**config.mk**
```make
export PLATFORM = sky130hd
export DESIGN_NAME = med_queue
export DESIGN_NICKNAME = d
export VERILOG_FILES = /design/src/rtl/med_pkg.sv /design/src/rtl/med_queue.sv
export SDC_FILE = /design/constraint.sdc
export NUM_CORES = 1
export LEC_CHECK = 0
export BUFFER_PORTS_ARGS = -buffer_cell sky130_fd_sc_hd__buf_2
export CAP_MARGIN = 40
export CELL_PAD_IN_SITES_DETAIL_PLACEMENT = 0
export CELL_PAD_IN_SITES_GLOBAL_PLACEMENT = 2
export CORE_ASPECT_RATIO = 1.4
export CORE_MARGIN = 4
export CORE_UTILIZATION = 30
export CTS_CLUSTER_DIAMETER = 200
export DETAILED_ROUTE_END_ITERATION = 16
export MAX_ROUTING_LAYER = met4
export PLACE_DENSITY = 0.56
export REMOVE_ABC_BUFFERS = 1
export SYNTH_ARGS = -nofsm -noshare
export SYNTH_HDL_FRONTEND = slang
export SYNTH_SLANG_ARGS = --single-unit
```
**constraint.sdc**
```tcl
create_clock -name clk -period 2.7 [get_ports clk]
set_input_delay 0.27 -clock clk [delete_from_list [all_inputs] [get_ports clk]]
set_output_delay 0.27 -clock clk [all_outputs]
set_load 0.1 [all_outputs]
```
**src/rtl/med_pkg.sv**
```systemverilog
`default_nettype none
package med_pkg;
  localparam int NODE_COUNT      = 4096;
  localparam int FACETS_PER_NODE = 8;
  localparam int FACET_LIMIT     = 16384;
  localparam int NODE_W          = 12;
  localparam int ELEM_W          = 16;
  localparam int FID_W           = 14;
  localparam int CNT_W           = 15;
  localparam logic [CNT_W-1:0] INNER_MAX = 15'd32767;

  localparam logic [1:0] ST_NEW   = 2'd0;
  localparam logic [1:0] ST_INNER = 2'd1;
  localparam logic [1:0] ST_LFULL = 2'd2;
  localparam logic [1:0] ST_SFULL = 2'd3;

  typedef struct packed {
    logic [NODE_W-1:0] a;
    logic [NODE_W-1:0] b;
    logic [ELEM_W-1:0] elem;
    logic              last;
  } edge_job_t;

  typedef struct packed {
    logic [FID_W-1:0]  facet_id;
    logic [1:0]        status;
    logic [NODE_W-1:0] node_a;
    logic [NODE_W-1:0] node_b;
    logic [ELEM_W-1:0] owner_elem;
    logic [CNT_W-1:0]  facet_count;
    logic [CNT_W-1:0]  inner_count;
    logic              last;
  } result_t;
endpackage
`default_nettype wire

```
**src/rtl/med_queue.sv**
```systemverilog
`default_nettype none
// small fifo of edge jobs between front and back
module med_queue #(
  parameter int DEPTH = 4
) (
  input  wire logic               clk,
  input  wire logic               rst_n,
  input  wire logic               wr_valid,
  output logic                    wr_ready,
  input  wire med_pkg::edge_job_t wr_data,
  output logic                    rd_valid,
  input  wire logic               rd_ready,
  output med_pkg::edge_job_t      rd_data
);
  localparam int AW = $clog2(DEPTH);
  med_pkg::edge_job_t mem_r [DEPTH];
  logic [AW-1:0] wp_r, rp_r;
  logic [AW:0]   cnt_r;
  logic wr, rd;

  assign wr_ready = (cnt_r != (AW+1)'(DEPTH));
  assign rd_valid = (cnt_r != '0);
  assign rd_data  = mem_r[rp_r];
  assign wr = wr_valid && wr_ready;
  assign rd = rd_valid && rd_ready;

  always_ff @(posedge clk) begin
    if (!rst_n) begin
      wp_r <= '0; rp_r <= '0; cnt_r <= '0;
    end else begin
      if (wr) wp_r <= (wp_r == AW'(DEPTH-1)) ? '0 : wp_r + 1'b1;
      if (rd) rp_r <= (rp_r == AW'(DEPTH-1)) ? '0 : rp_r + 1'b1;
      cnt_r <= cnt_r + (AW+1)'(wr) - (AW+1)'(rd);
    end
    if (wr) mem_r[wp_r] <= wr_data;
  end
endmodule
`default_nettype wire

```
==> impl_metrics.ini <==
[outcome]
status = finished clean

[yosys]
synth_area_leader_cell = edfxtp_1
synth-edff-count = 164
synthTopCellsByCount = 164 x edfxtp_1, 41 x mux4_2, 9 x dfxtp_1, 7 x ha_1, 6 x inv_1
synth_area_um2 = 6390
synth_adder_area_share_pct = 1.68
synthSimpleGateAreaFrac_pct = 1.80
synth_area_leaders = edfxtp_1 77%, mux4_2 14%, dfxtp_1 2.8%
synth_top_cell_area_share_pct = 77.1
syn_inst = 267
yosysSeqAreaShare_pct = 79.9
ys_types = 26
ys_ff_latch = 173
synth_compound_area_share_pct = 0.352
synth_xor_area_share_pct = 0.274
ys.flop_type = edfxtp_1
synth_most_common_cell = edfxtp_1
synth_top_family_by_area = multiplexers
async_flop_share_pct = 0
synthMuxAreaShare_pct = 14.6
yosys_warnings = 0
syn_area_per_cell_um2 = 23.9

[power]
p_sw_mw = 3.81
ir_drop_mv = 0.445
p_comb_share_pct = 36.5
power_density_nw_per_um2 = 1190
power_mw = 9.29
clock_power_share_pct = 26.8
pwr-share-seq_pct = 36.7
cellInternalPower_mw = 5.48
swShare_pct = 41.0
power.leakage_nw = 2.64

[cells_and_area]
postLayoutCellArea_um2 = 7810
nFillCells = 1872
drive_gt1_share_pct = 46.1
post-route-util_pct = 37.7
area_growth_pct = 22.3
nNetsFinal = 424

[timing]
fin_ws_ns = 0.206
report.final.slew_viol_count = 0
final-hold-violation-count = 0
grt_setup_unrepaired = false
relSlewSlack_pct = 56.1
fmax_mhz = 401
skew_ns = 0.0109
final.min_clock_period_ns = 2.49
period_share_pct = 92.4
finalSetupViolCount = 0
worst_slew_pin_slew_ns = 0.659

[setup_path]
slowest_delay_ns = 0.49
cp_max_fo = 7
crit_type = reg2reg
crit_top_cell = inv_1
r2r-start = cnt_r[1]
cp_cell_sequence = or3b_1, and2_4, inv_1, ha_1, inv_1, ha_1, inv_1, fa_1, xnor2_1, xnor2_1, and2_1
worstPathRequired_ns = 3.02
cp_slowest_cell = or3b_1
worstPathArrival_ns = 2.81
r2r_cells = 11
endpoint_kind = register
r2r-end = cnt_r[2]
critPathLaunchType = register
rrSetupSlack_ns = 0.21

[routing]
antenna_left = 0
route.detailed.drc = 0
routedWlPerCell_um = 18.9
first_pass_iters = 4
routed_wl_um = 12100
first_iter_violations = 164
viasPerCell = 4.50
dr_total_vias = 2889

[placement]
portBuffers = 87
dp_slack_ns = 0.203
place_area_um2 = 7200
globalplace.congestion = 0.699
dp_hpwl_um = 7260

[floorplanning]
ioPinCount = 88
start_util_pct = 30.9
die_area_um2 = 23700
die-height_um = 181
fp.coreArea_um2 = 20700
die_w_um = 131
rows = 62

[global_route]
grt_pass1_wl_um = 18700
grt_pass1_vias = 3265
grt_usage_pct = 10.8
grt_max_degree = 42
gr-total-overflow = 0
grt_antenna_before_repair = 2

[clock_tree]
clkTransAtPathRegs_ns = 0.07
clock_sinks = 173
insertion_delay_ns = 0.42
hold_buffers = 0
cts_made_buffers = 17
htreeDepth = 4
cts_setup_buffers = 0
cts_tree = yes
cts_buffer_depth = 2
cts_root_buf = clkbuf_16
cts_resized = 0

[min_path]
hold_depth = 1
min_path_type = in2reg
min_to = mem_r[2][18]
hold_start = wr_data[18]

[run]
maxCapViolCount = 0
cell usage in the layout (no fill, tap or decap), drive strengths merged:
master,count
or3,1
nor2b,1
edfxtp,164
clkinv,2
and3,4
and2,3
o21ai,3
bufinv,3
nand4,1
dfxtp,9
buf,97
fa,1
o31ai,1
inv,12
clkinvlp,3
diode,2
ha,7
nand2,5
xnor2,2
nand3,2
or3b,1
mux4,41
nor2,2
mux2i,1
clkbuf,18
power groups by stage:
stage	Sequential (mW)	Combinational, mW	Clock (mW)
global route	3.45	3.52	2.69
global placement	3.47	3.44	0
floorplan	3.49	2.77	0
detailed placement	3.48	3.45	0
finish	3.41	3.39	2.49
CTS	3.42	3.45	2.57
worst max-delay path by stage:
stage	from	end	slack, ns	cells after the start
final	cnt_r[1]	cnt_r[2]	0.21	11
after global routing	cnt_r[1]	cnt_r[2]	0.08	11
after CTS	register	rd_data[18]	0.18	3
after detailed placement	cnt_r[1]	cnt_r[2]	0.20	11
after global placement	cnt_r[1]	cnt_r[2]	0.28	11
after floorplan	register	rd_data[0]	-0.31	1
metrics by stage:
stage / setup TNS [ns] / hold WS [ns] / cells
after floorplan: -15.72 / 0.369 / 255
after global placement: 0 / 0.482 / 608
after detailed placement: 0 / 0.487 / 608
after CTS: 0 / 0.0478 / 640
after global routing: 0 / 0.0462 / 642
final: 0 / 0.0678 / 642
sequential cells by signal, summed over array words and instances, names as in the netlist, named ones only:
register  count
mem_r       164
cnt_r         3
rp_r          2
wp_r          2
cell families after synthesis:
logic type / after synthesis
xor gates and xnor gates: 2
muxes: 42
and+or+nand+nor: 20
buffers and inverters: 18
DFF: 173
AOI/OAI and AO/OA: 4
adders and majority gates: 8
layout make-up:
class / instances / area (um2) / area share (%)
Timing Repair Buffer: 97 / 548 / 7.01
Multi-Input combinational cell: 76 / 1200 / 15.3
Sequential cell: 173 / 5110 / 65.4
Clock buffer: 18 / 429 / 5.49
Clock inverter: 14 / 181 / 2.32
Tap cell: 256 / 320 / 4.10
Antenna cell: 2 / 5.00 / 0.0641
Inverter: 6 / 22.5 / 0.288
layer usage:
layer / GRT usage [%] / routed length, um
met1: 11.7 / 4790
met2: 18.8 / 6690
met3: 3.23 / 450
met4: 4.16 / 181
met5: - / 0
worst max-delay path: cells and delay by family, from the launching register on:
family / cells / cell delay [ns]
fa+ha+maj: 3 / 0.73
flops: 1 / 0.36
simple gates: 3 / 0.85
buf+inv: 3 / 0.16
xor+xnor: 2 / 0.28
Note: power is estimated with default switching activity, not from simulation.
