$ cat config.mk
export PLATFORM = sky130hd
export DESIGN_NAME = med_front
export DESIGN_NICKNAME = d
export VERILOG_FILES = /design/src/rtl/med_pkg.sv /design/src/rtl/med_front.sv
export SDC_FILE = /design/constraint.sdc
export NUM_CORES = 1
export LEC_CHECK = 0
export ABC_AREA = 1
export BUFFER_PORTS_ARGS = -buffer_cell sky130_fd_sc_hd__buf_4
export CORE_MARGIN = 2
export CORE_UTILIZATION = 46
export DETAILED_ROUTE_END_ITERATION = 12
export PLACE_DENSITY = 0.85
export SLEW_MARGIN = 30
export SYNTH_ARGS = -nofsm -noshare
export SYNTH_HDL_FRONTEND = slang
export SYNTH_SLANG_ARGS = --single-unit
$ cat constraint.sdc
create_clock -name clk -period 4.1 [get_ports clk]
set_input_delay 0 -clock clk [delete_from_list [all_inputs] [get_ports clk]]
set_output_delay 0 -clock clk [all_outputs]
set_load 0.01 [all_outputs]
$ cat src/rtl/med_pkg.sv
`default_nettype none
package med_pkg;
  localparam int NODE_COUNT      = 4096;
  localparam int FACETS_PER_NODE = 8;
  localparam int FACET_LIMIT     = 16384;
  localparam int NODE_W          = 12;
  localparam int ELEM_W          = 16;
  localparam int FID_W           = 14;
  localparam int CNT_W           = 15;
  localparam logic [CNT_W-1:0] INNER_MAX = 15'd32767;

  localparam logic [1:0] ST_NEW   = 2'd0;
  localparam logic [1:0] ST_INNER = 2'd1;
  localparam logic [1:0] ST_LFULL = 2'd2;
  localparam logic [1:0] ST_SFULL = 2'd3;

  typedef struct packed {
    logic [NODE_W-1:0] a;
    logic [NODE_W-1:0] b;
    logic [ELEM_W-1:0] elem;
    logic              last;
  } edge_job_t;

  typedef struct packed {
    logic [FID_W-1:0]  facet_id;
    logic [1:0]        status;
    logic [NODE_W-1:0] node_a;
    logic [NODE_W-1:0] node_b;
    logic [ELEM_W-1:0] owner_elem;
    logic [CNT_W-1:0]  facet_count;
    logic [CNT_W-1:0]  inner_count;
    logic              last;
  } result_t;
endpackage
`default_nettype wire

$ cat src/rtl/med_front.sv
`default_nettype none
// splits one element into edge jobs, one per cycle while job_ready is high; patch elements are dropped
module med_front (
  input  wire logic                        clk,
  input  wire logic                        rst_n,
  input  wire logic                        push,
  output logic                             full,
  input  wire logic [med_pkg::ELEM_W-1:0]  elem_id,
  input  wire logic [2:0]                  corners,
  input  wire logic [med_pkg::NODE_W-1:0]  node0,
  input  wire logic [med_pkg::NODE_W-1:0]  node1,
  input  wire logic [med_pkg::NODE_W-1:0]  node2,
  input  wire logic [med_pkg::NODE_W-1:0]  node3,
  input  wire logic [med_pkg::NODE_W-1:0]  node4,
  input  wire logic                        patch,
  output logic                             job_valid,
  input  wire logic                        job_ready,
  output med_pkg::edge_job_t               job
);
  logic                       busy_r;
  logic [2:0]                 k_r, n_r;
  logic [med_pkg::ELEM_W-1:0] elem_r;
  logic [med_pkg::NODE_W-1:0] nodes_r [5];
  logic [2:0]                 n_clamp, k_next;

  always_comb begin
    if (corners < 3'd3) n_clamp = 3'd3;
    else if (corners > 3'd5) n_clamp = 3'd5;
    else n_clamp = corners;
    k_next = (k_r + 3'd1 == n_r) ? 3'd0 : k_r + 3'd1;
  end

  assign full      = busy_r;
  assign job_valid = busy_r;
  assign job.a     = nodes_r[k_r];
  assign job.b     = nodes_r[k_next];
  assign job.elem  = elem_r;
  assign job.last  = (k_r + 3'd1 == n_r);

  always_ff @(posedge clk) begin
    if (!rst_n) begin
      busy_r <= 1'b0;
      k_r    <= 3'd0;
    end else if (!busy_r) begin
      if (push && !patch) begin
        busy_r <= 1'b1;
        k_r    <= 3'd0;
      end
    end else if (job_ready) begin
      k_r <= k_next;
      if (job.last) busy_r <= 1'b0;
    end
    if (!busy_r && push) begin
      n_r        <= n_clamp;
      elem_r     <= elem_id;
      nodes_r[0] <= node0;
      nodes_r[1] <= node1;
      nodes_r[2] <= node2;
      nodes_r[3] <= node3;
      nodes_r[4] <= node4;
    end
  end
endmodule
`default_nettype wire

==> flow_metrics.env, run 1 <==
export IMPL_num_rows=33
export IMPL_path_cells="ha_1, nand2_1, nand2_1, nor2_1, nand2_1, buf_4, inv_1, a21oi_2, buf_4, inv_1, nand2_1, nand2_1, buf_4"
export IMPL_holdBufCountCts=82
export IMPL_tightest_slew_ps=926
export IMPL_p_seq_share_pct=52.3
export IMPL_syn2layout_area_growth_pct=52.3
export IMPL_hold_ws_ps=130
export IMPL_dp_hpwl_um=7400
export IMPL_core_um2=8180
export IMPL_wirelength_um=12000
export IMPL_fin_nets=664
export IMPL_grt_pass1_wl_um=18200
export IMPL_post_dp_cell_area_um2=4880
export IMPL_final_area_um2=5900
export IMPL_h_tree_depth=3
export IMPL_dieHeight_um=95.7
export IMPL_layout_min_cycle_time_ps=2860
export IMPL_synth_seq_cells=86
export IMPL_post_cts_setup_buffers=0
export IMPL_crit_slowest_cell="ha_1"
export IMPL_clock_path_buffers=2
export IMPL_syn_area_um2=3870
export IMPL_critPathMaxFanout=29
export IMPL_irDropWorstVdd_mv=0.266
export IMPL_setup_ws_ps=1240
export IMPL_cp_buffers_inverters=5
export IMPL_gp_congestion=0.830
export IMPL_maxSlewViolCount=0
export IMPL_synth_cell_types=22
export IMPL_p_per_area_nw_per_um2=342
export IMPL_drc_errors=0
export IMPL_worstSetupPathType="reg -> out"
export IMPL_grt_pass1_vias=3644
export IMPL_drtAntennaViolNets=0
export IMPL_power_frac_comb_pct=17.6
export IMPL_setup_worst_path_end="job[21]"
export IMPL_status="finished, final reports clean"
export IMPL_r2r_start="k_r[0]"
export IMPL_p_sw_share_pct=25.9
export IMPL_drtIter0Drc=621
export IMPL_path_delay_family="buffers and inverters"
export IMPL_num_antenna_cells=0
export IMPL_io_pins=127
export IMPL_antenna_found_initial=0
export IMPL_ys_seq_area_share_pct=64.9
export IMPL_chipWidth_um=95.7
export IMPL_cts_tree="built"
export IMPL_drtPass1Iterations=8
export IMPL_worstHoldPathType="in -> reg"
export IMPL_critPathArrivalTime_ps=2860
export IMPL_wire_per_inst_um=17.4
export IMPL_pwr_share_clk_pct=30.2
export IMPL_r2r_end="full"
export IMPL_routed_via_density=5.29
export IMPL_power_switching_uw=522
export IMPL_setup_worst_path_end_class="output port"
export IMPL_synthCells=379
export IMPL_portBuffers=126
export IMPL_ctsRootBufferMaster="clkbuf_8"
export IMPL_rsz0062_at_grt="no"
export IMPL_relSlewSlack_pct=38.1
export IMPL_r2r_cells=12
export IMPL_initial_core_util_pct=47.3
export IMPL_skew_ps=14.4
export IMPL_tns_ps=0
export IMPL_num_vias=3642
export IMPL_fillers=564
export IMPL_grt_max_degree=52
export IMPL_crit_top_cell="nand2_1"
export IMPL_startpoint_type="flip-flop"
export IMPL_clock_latency_ps=370
export IMPL_cts_resized=0
export IMPL_cts_sinks=86
export IMPL_r2r_slack_ps=1590
export IMPL_fp_dieArea_um2=9160
export IMPL_p_leak_nw=2.53
export IMPL_max_stage_delay_ps=630
export IMPL_p_int_mw=1.49
export IMPL_worst_ep_required_time_ps=4100
export IMPL_maxCapViolCount=0
export IMPL_synth_nets=464
export IMPL_post_place_cells=591
export IMPL_yosys_warnings=0
export IMPL_drive_gt1_share_pct=28.0
export IMPL_avgSynthCellArea_um2=10.2
export IMPL_pre_cts_ws_ps=1620
export IMPL_grt_overflow=0
export IMPL_post_route_period_util_pct=69.8
export IMPL_cts_made_buffers=9
export IMPL_clk_pin_slew_ps=80
export IMPL_crit_cells=13
export IMPL_grt_usage_pct=26.9
export IMPL_worstSetupStartpoint="k_r[0]"
export IMPL_hold_violations=0
export IMPL_setup_violations=0
export IMPL_max_freq_mhz=349
export IMPL_fin_cells=688
[cells by family after synthesis]
family	count (synthesis)	synth area share, %
AOI/OAI and AO/OA	65	10.1
adders and majority gates	1	0.323
buffers and inverters	65	7.11
DFF	86	64.9
and+or+nand+nor	162	17.6
[through the flow]
step / utilization, % / power [mW]
after CTS: 72.1 / 2.01
after global routing: 72.1 / 2.08
final: 72.1 / 2.02
after floorplan: - / 1.19
after detailed placement: 59.7 / 1.35
after global placement: 59.7 / 1.34
[worst reg2reg max path, stage by stage (launching register included)]
cell and delay (ps):
dfxtp_1 320, ha_1 630, inv_1 90, nand2_1 70, nand2_1 50, nor2_1 90, nand2_1 60, buf_4 220
inv_1 130, nand2_1 70, nand2_1 60, a21oi_1 50, dlygate4sd3_1 560
[cells in the mapped netlist (all sizes together)]
master	number	share of area [%]
o2111ai	12	2.7
or3	1	0.16
ha	1	0.32
or2	12	1.9
edfxtp	79	61
nand3	28	3.6
buf	10	1.7
inv	42	4.1
nand2	83	8.2
a31oi	12	1.9
nor2	38	3.7
clkbuf	13	1.3
dfxtp	7	3.6
a21oi	17	2.3
o21ai	24	3.1
[power by group through the flow]
| stage | clock [mW] | sequential, mW | combinational [mW] |
|---|---|---|---|
| after CTS | 0.608 | 1.05 | 0.348 |
| after global routing | 0.643 | 1.06 | 0.382 |
| after floorplan | 0 | 1.07 | 0.128 |
| after global placement | 0 | 1.07 | 0.277 |
| after detailed placement | 0 | 1.07 | 0.284 |
| final | 0.608 | 1.05 | 0.354 |
[cells in the final DEF (no fill, tap or decap), drive strengths merged, types with 17 or more instances in the layout]
cell,instances
inv,44
dlygate4sd3,82
o21ai,24
a21oi,17
buf,130
nor2,38
edfxtp,79
nand3,28
nand2,83
[worst min path at each step]
stage | startpoint | endpoint | slack, ps | depth (start not counted)
floorplan | elem_id[0] | elem_r[0] | 100 | 0
global placement | elem_id[12] | elem_r[12] | 180 | 1
detailed placement | elem_id[14] | elem_r[14] | 180 | 1
CTS | job_ready | flip-flop | 100 | 6
global route | job_ready | flip-flop | 160 | 6
finish | job_ready | flip-flop | 130 | 6
[routing by layer]
layer	routed length [um]	GRT usage, %	vias up
met1	4550	34.4	1667
met3	1050	5.17	38
met4	282	8.81	0
met2	6100	46.2	245
met5	0	0	-
li1	-	-	1692
[state kept, by name, indices dropped and copies added (netlist names), named ones only]
| register | flops |
|---|---|
| n_r | 3 |
| k_r | 3 |
| elem_r | 16 |
| full | 1 |
| nodes_r | 60 |
[area by class of cell]
cell class | instances | area (um2) | area share, %
inverter | 42 | 158 | 2.67
clock buffer | 9 | 124 | 2.10
multi-input combinational | 228 | 1090 | 18.5
sequential | 86 | 2510 | 42.6
clock inverter | 6 | 70.1 | 1.19
timing repair buffer | 212 | 1810 | 30.7
tap | 105 | 131 | 2.23
(Power assumes the default switching activity.)
==> run 2, diff against run 1 <==
- clock period: 4.1 -> 2.39 ns (I/O delays scaled with it)
==> run 2 against run 1 <==
Compared with the run above:
- sequential share of layout area decreased by 0.57 points
- core utilization grew 0.95 points
- worst hold slack gained 26 ps
- non-clock buffer count rose by 5
- critical endpoint is now job[22]
- highest routed layer unchanged
- sequential power rose by 71%
- largest power group unchanged
==> flow_metrics.env, run 2 (same netlist as run 1, synthesis figures left out) <==
export IMPL_r2r_cells=11
export IMPL_largest_reg_flops=60
export IMPL_setup_worst_path_end_class="output port"
export IMPL_maxSlewViolCount=0
export IMPL_grt_pass1_wl_um=16800
export IMPL_drtIter0Drc=644
export IMPL_cp_buffers_inverters=3
export IMPL_final_cell_mix="buf_4 (133), dlygate4sd3_1 (82), nand2_1 (80)"
export IMPL_r2r_slack_ps=290
export IMPL_max_stage_delay_ps=350
export IMPL_fin_nets=669
export IMPL_worstSetupPathType="reg -> out"
export IMPL_relSlewSlack_pct=47.4
export IMPL_ctsRootBufferMaster="clkbuf_8"
export IMPL_hold_path_depth=3
export IMPL_setup_violations=0
export IMPL_r2r_start="k_r[0]"
export IMPL_pre_cts_ws_ps=243
export IMPL_gp_congestion=0.877
export IMPL_wire_per_inst_um=15.7
export IMPL_final_seq_area_um2=2510
export IMPL_worst_ep_required_time_ps=2390
export IMPL_critPathMaxFanout=16
export IMPL_drtAntennaViolNets=0
export IMPL_antenna_found_initial=0
export IMPL_cts_sinks=86
export IMPL_crit_top_cell="nand2_1"
export IMPL_p_per_area_nw_per_um2=575
export IMPL_drive_gt1_share_pct=29.1
export IMPL_top_regs="nodes_r x60, elem_r x16"
export IMPL_dp_hpwl_um=7160
export IMPL_clock_latency_ps=350
export IMPL_rsz0062_at_grt="no"
export IMPL_fp_dieArea_um2=9160
export IMPL_num_vias=3572
export IMPL_num_antenna_cells=0
export IMPL_startpoint_type="flip-flop"
export IMPL_multiInputGateArea_um2=1120
export IMPL_crit_cells=13
export IMPL_irDropWorstVdd_mv=0.372
export IMPL_path_delay_family="simple AND/OR/NAND/NOR gates"
export IMPL_r2r_end="full"
export IMPL_tns_ps=0
export IMPL_post_place_cells=596
export IMPL_routed_via_density=5.15
export IMPL_wirelength_um=10900
export IMPL_p_leak_nw=2.57
export IMPL_setup_ws_ps=134
export IMPL_num_rows=33
export IMPL_io_pins=127
export IMPL_min_to="n_r[0]"
export IMPL_grt_usage_pct=24.4
export IMPL_path_cells="ha_4, inv_1, nand2_1, nand2_1, nor2_2, nand2_4, buf_4, nand3_1, nand3_1, nand2_1, nand2_1, nand2_1, buf_4"
export IMPL_core_um2=8180
export IMPL_worstSetupStartpoint="k_r[0]"
export IMPL_cts_made_buffers=9
export IMPL_max_freq_mhz=443
export IMPL_syn2layout_area_growth_pct=54.3
export IMPL_hold_start="push"
export IMPL_drc_errors=0
export IMPL_tightest_slew_ps=788
export IMPL_layout_min_cycle_time_ps=2260
export IMPL_grt_max_degree=34
export IMPL_h_tree_depth=3
export IMPL_initial_core_util_pct=47.3
export IMPL_maxCapViolCount=0
export IMPL_status="finished, final reports clean"
export IMPL_power_mw=3.44
export IMPL_post_route_period_util_pct=94.4
export IMPL_drtPass1Iterations=5
export IMPL_dieHeight_um=95.7
export IMPL_clk_pin_slew_ps=90
export IMPL_hold_violations=0
export IMPL_fillers=522
export IMPL_clock_path_buffers=2
export IMPL_crit_slowest_cell="dfxtp_1"
export IMPL_critPathArrivalTime_ps=2260
export IMPL_worstHoldPathType="in -> reg"
export IMPL_mostFrequentLayoutCell="buf_4"
export IMPL_fin_cells=693
export IMPL_regMostFlops="nodes_r"
export IMPL_portBuffers=126
export IMPL_cts_tree="built"
export IMPL_grt_pass1_vias=3480
export IMPL_grt_overflow=0
export IMPL_chipWidth_um=95.7
export IMPL_skew_ps=10.7
[run 2: area by class of cell]
type                            count  share of cell area [%]
Timing Repair Buffer              217                    31.1
Clock buffer                        9                    2.07
Tap cell                          105                    2.20
Multi-Input combinational cell    228                    18.7
Inverter                           42                    2.64
Sequential cell                    86                    42.1
Clock inverter                      6                    1.19
[run 2: power by group]
part / total, mW / switching (mW) / leakage (nW) / internal (mW)
Clock: 1.02 / 0.533 / 0.0919 / 0.485
Sequential: 1.80 / 0.0484 / 0.818 / 1.75
Combinational: 0.618 / 0.282 / 1.66 / 0.336
[run 2: per-layer routing]
layer | GRT usage [%] | vias to the layer above | part of all wire (%)
met3 | 3.76 | 37 | 7.9
met2 | 39.5 | 221 | 50
met4 | 10.7 | 0 | 2.7
li1 | - | 1701 | -
met1 | 32.7 | 1613 | 40
met5 | 0 | - | 0
[run 2: what timing repair did]
action,4_1_cts,5_1_grt
endpoints found under the hold margin,86,0
endpoints found under the setup margin,12,13
gates resized for setup,3,4
setup buffers,0,0
hold buffers,82,0
[run 2: how the worst max path moves through the flow]
stage / end / slack (ps)
floorplan: flip-flop / 240
global placement: job[28] / 340
detailed placement: job[27] / 240
CTS: job[20] / 40
global route: job[27] / 30
finish: job[22] / 130
[run 2: worst register-to-register path, stage by stage, from the launching register on]
cell and delay, ps:
dfxtp_1 350, ha_4 310, inv_1 40, nand2_1 50, nand2_1 70, nor2_2 160, nand2_4 140, inv_1 130
nand2_1 70, nand2_1 60, a21oi_1 60, dlygate4sd3_1 550
[run 2: through the flow]
step | cell area [um2] | util, % | hold WS, ps
6_report | 5970 | 73.1 | 156
5_1_grt | 5970 | 73.1 | 168
4_1_cts | 5950 | 72.8 | 143
3_5_place_dp | 4930 | 60.3 | 179
3_3_place_gp | 4930 | 60.3 | 178
2_1_floorplan | 3880 | - | 98.9
==> run 3, diff against run 2 <==
- CORE_UTILIZATION: 46 -> 47
- CTS_BUF_LIST: unset -> sky130_fd_sc_hd__clkbuf_4 sky130_fd_sc_hd__clkbuf_8
- PLACE_DENSITY: 0.85 -> 0.86
==> run 3 against run 2 <==
Compared with the run above:
- core utilization up 0.87 points
- flip-flop and latch count stayed put
- highest routed layer unchanged
- largest cell class unchanged
- critical path type unchanged
- critical endpoint is now job[17]
- total power rose by 3.4%
==> flow_metrics.env, run 3 (same netlist as run 1, synthesis figures left out) <==
export IMPL_p_seq_share_pct=50.7
export IMPL_startpoint_type="flip-flop"
export IMPL_crit_top_cell="nand2_1"
export IMPL_critPathArrivalTime_ps=2220
export IMPL_final_cell_mix="buf_4 (135), dlygate4sd3_1 (82), nand2_1 (80)"
export IMPL_rsz0062_at_grt="no"
export IMPL_p_sw_share_pct=24.6
export IMPL_post_route_period_util_pct=92.9
export IMPL_r2r_cells=11
export IMPL_regMostFlops="nodes_r"
export IMPL_grt_usage_pct=26.6
export IMPL_worstSetupPathType="reg -> out"
export IMPL_irDropWorstVdd_mv=0.560
export IMPL_max_stage_delay_ps=330
export IMPL_power_switching_uw=874
export IMPL_cts_sinks=86
export IMPL_worst_ep_required_time_ps=2390
export IMPL_p_per_area_nw_per_um2=594
export IMPL_setup_violations=0
export IMPL_min_to="k_r[2]"
export IMPL_h_tree_depth=3
export IMPL_drc_errors=0
export IMPL_top_regs="nodes_r x60, elem_r x16"
export IMPL_routed_via_density=5.20
export IMPL_p_leak_nw=2.58
export IMPL_chipWidth_um=94.7
export IMPL_portBuffers=126
export IMPL_drtPass1Iterations=6
export IMPL_syn2layout_area_growth_pct=54.6
export IMPL_fillers=536
export IMPL_dp_hpwl_um=6970
export IMPL_num_antenna_cells=0
export IMPL_grt_pass1_vias=3611
export IMPL_io_pins=127
export IMPL_drive_gt1_share_pct=29.0
export IMPL_relSlewSlack_pct=47.0
export IMPL_clk_pin_slew_ps=90
export IMPL_pwr_share_clk_pct=31.8
export IMPL_num_rows=33
export IMPL_mostFrequentLayoutCell="buf_4"
export IMPL_grt_overflow=0
export IMPL_r2r_end="full"
export IMPL_cts_tree="built"
export IMPL_max_freq_mhz=450
export IMPL_wirelength_um=11500
export IMPL_crit_slowest_cell="dfxtp_1"
export IMPL_fp_dieArea_um2=8980
export IMPL_cts_made_buffers=9
export IMPL_largest_reg_flops=60
export IMPL_core_um2=8090
export IMPL_hold_violations=0
export IMPL_pre_cts_ws_ps=416
export IMPL_fin_nets=671
export IMPL_initial_core_util_pct=47.8
export IMPL_maxCapViolCount=0
export IMPL_hold_start="job_ready"
export IMPL_wire_per_inst_um=16.6
export IMPL_drtAntennaViolNets=0
export IMPL_worstHoldPathType="in -> reg"
export IMPL_skew_ps=11.3
export IMPL_r2r_start="k_r[0]"
export IMPL_hold_path_depth=6
export IMPL_maxSlewViolCount=0
export IMPL_drtIter0Drc=658
export IMPL_status="finished, final reports clean"
export IMPL_gp_congestion=0.832
export IMPL_grt_pass1_wl_um=18000
export IMPL_tns_ps=0
export IMPL_num_vias=3616
export IMPL_layout_min_cycle_time_ps=2220
export IMPL_r2r_slack_ps=280
export IMPL_clock_latency_ps=340
export IMPL_grt_max_degree=81
export IMPL_ctsRootBufferMaster="clkbuf_8"
export IMPL_p_int_mw=2.68
export IMPL_setup_ws_ps=170
export IMPL_tightest_slew_ps=795
export IMPL_power_frac_comb_pct=17.5
export IMPL_clock_path_buffers=2
export IMPL_setup_worst_path_end_class="output port"
export IMPL_dieHeight_um=94.7
export IMPL_critPathMaxFanout=10
export IMPL_path_delay_family="simple AND/OR/NAND/NOR gates"
export IMPL_path_cells="ha_1, inv_1, nand2_1, nand2_1, nor2_1, nand2_2, buf_4, buf_4, o2111ai_1, nand2_1, nand2_1, nand2_1, buf_4"
export IMPL_antenna_found_initial=0
export IMPL_cp_buffers_inverters=4
## run 3: worst min-delay path, cell delays in order
cell and delay [ps]:
buf_4 90, nand2_1 60, nand2_1 70, inv_1 80, nand2_1 70, a21oi_1 70
## run 3: worst max-delay path by stage
stage                endpoint    from  slack (ps)  cells past startpoint
floorplan           flip-flop    full         240                      6
global placement      job[17]  k_r[0]         540                     12
detailed placement    job[21]  k_r[1]         420                     12
CTS                   job[21]  k_r[0]         120                     12
global route          job[27]  k_r[0]           2                     12
finish                job[17]  k_r[0]         170                     13
## run 3: layer usage
metal / vias to the layer above / global-route usage (%) / wire [um]
met2: 253 / 44.9 / 5780
met1: 1619 / 34.1 / 4390
li1: 1704 / - / -
met4: 0 / 12.4 / 410
met5: - / 0 / 0
met3: 40 / 3.59 / 967
## run 3: cell type report
cell class | instances | area [um2] | area share (%)
multi-input combinational | 228 | 1100 | 18.3
timing repair buffer | 219 | 1870 | 31.2
tap | 105 | 131 | 2.20
inverter | 42 | 158 | 2.63
sequential | 86 | 2510 | 42.0
clock buffer | 9 | 124 | 2.07
clock inverter | 6 | 95.1 | 1.59
## run 3: repair_timing
item | 4_1_cts | 5_1_grt
pin swaps | 0 | 1
gates resized for setup | 1 | 3
setup buffers | 0 | 2
hold buffers | 82 | 0
hold endpoints to repair | 86 | 0
endpoints found under the setup margin | 1 | 12
## run 3: power by group through the flow
stage / Sequential, mW / Clock (mW) / Combinational [mW]
2_1_floorplan: 1.83 / 0 / 0.221
3_3_place_gp: 1.82 / 0 / 0.480
3_5_place_dp: 1.83 / 0 / 0.493
4_1_cts: 1.79 / 1.15 / 0.603
5_1_grt: 1.81 / 1.21 / 0.673
6_report: 1.80 / 1.13 / 0.623
## run 3: through the flow
| stage | util [%] | cells | total power, mW | cell area [um2] | hold WS, ps |
|---|---|---|---|---|---|
| detailed placement | 60.8 | 596 | 2.32 | 4920 | 179 |
| global route | 73.9 | 695 | 3.69 | 5980 | 178 |
| floorplan | - | 379 | 2.05 | 3880 | 98.9 |
| finish | 73.9 | 695 | 3.55 | 5980 | 148 |
| global placement | 60.8 | 596 | 2.30 | 4920 | 178 |
| CTS | 73.6 | 693 | 3.54 | 5960 | 82.8 |
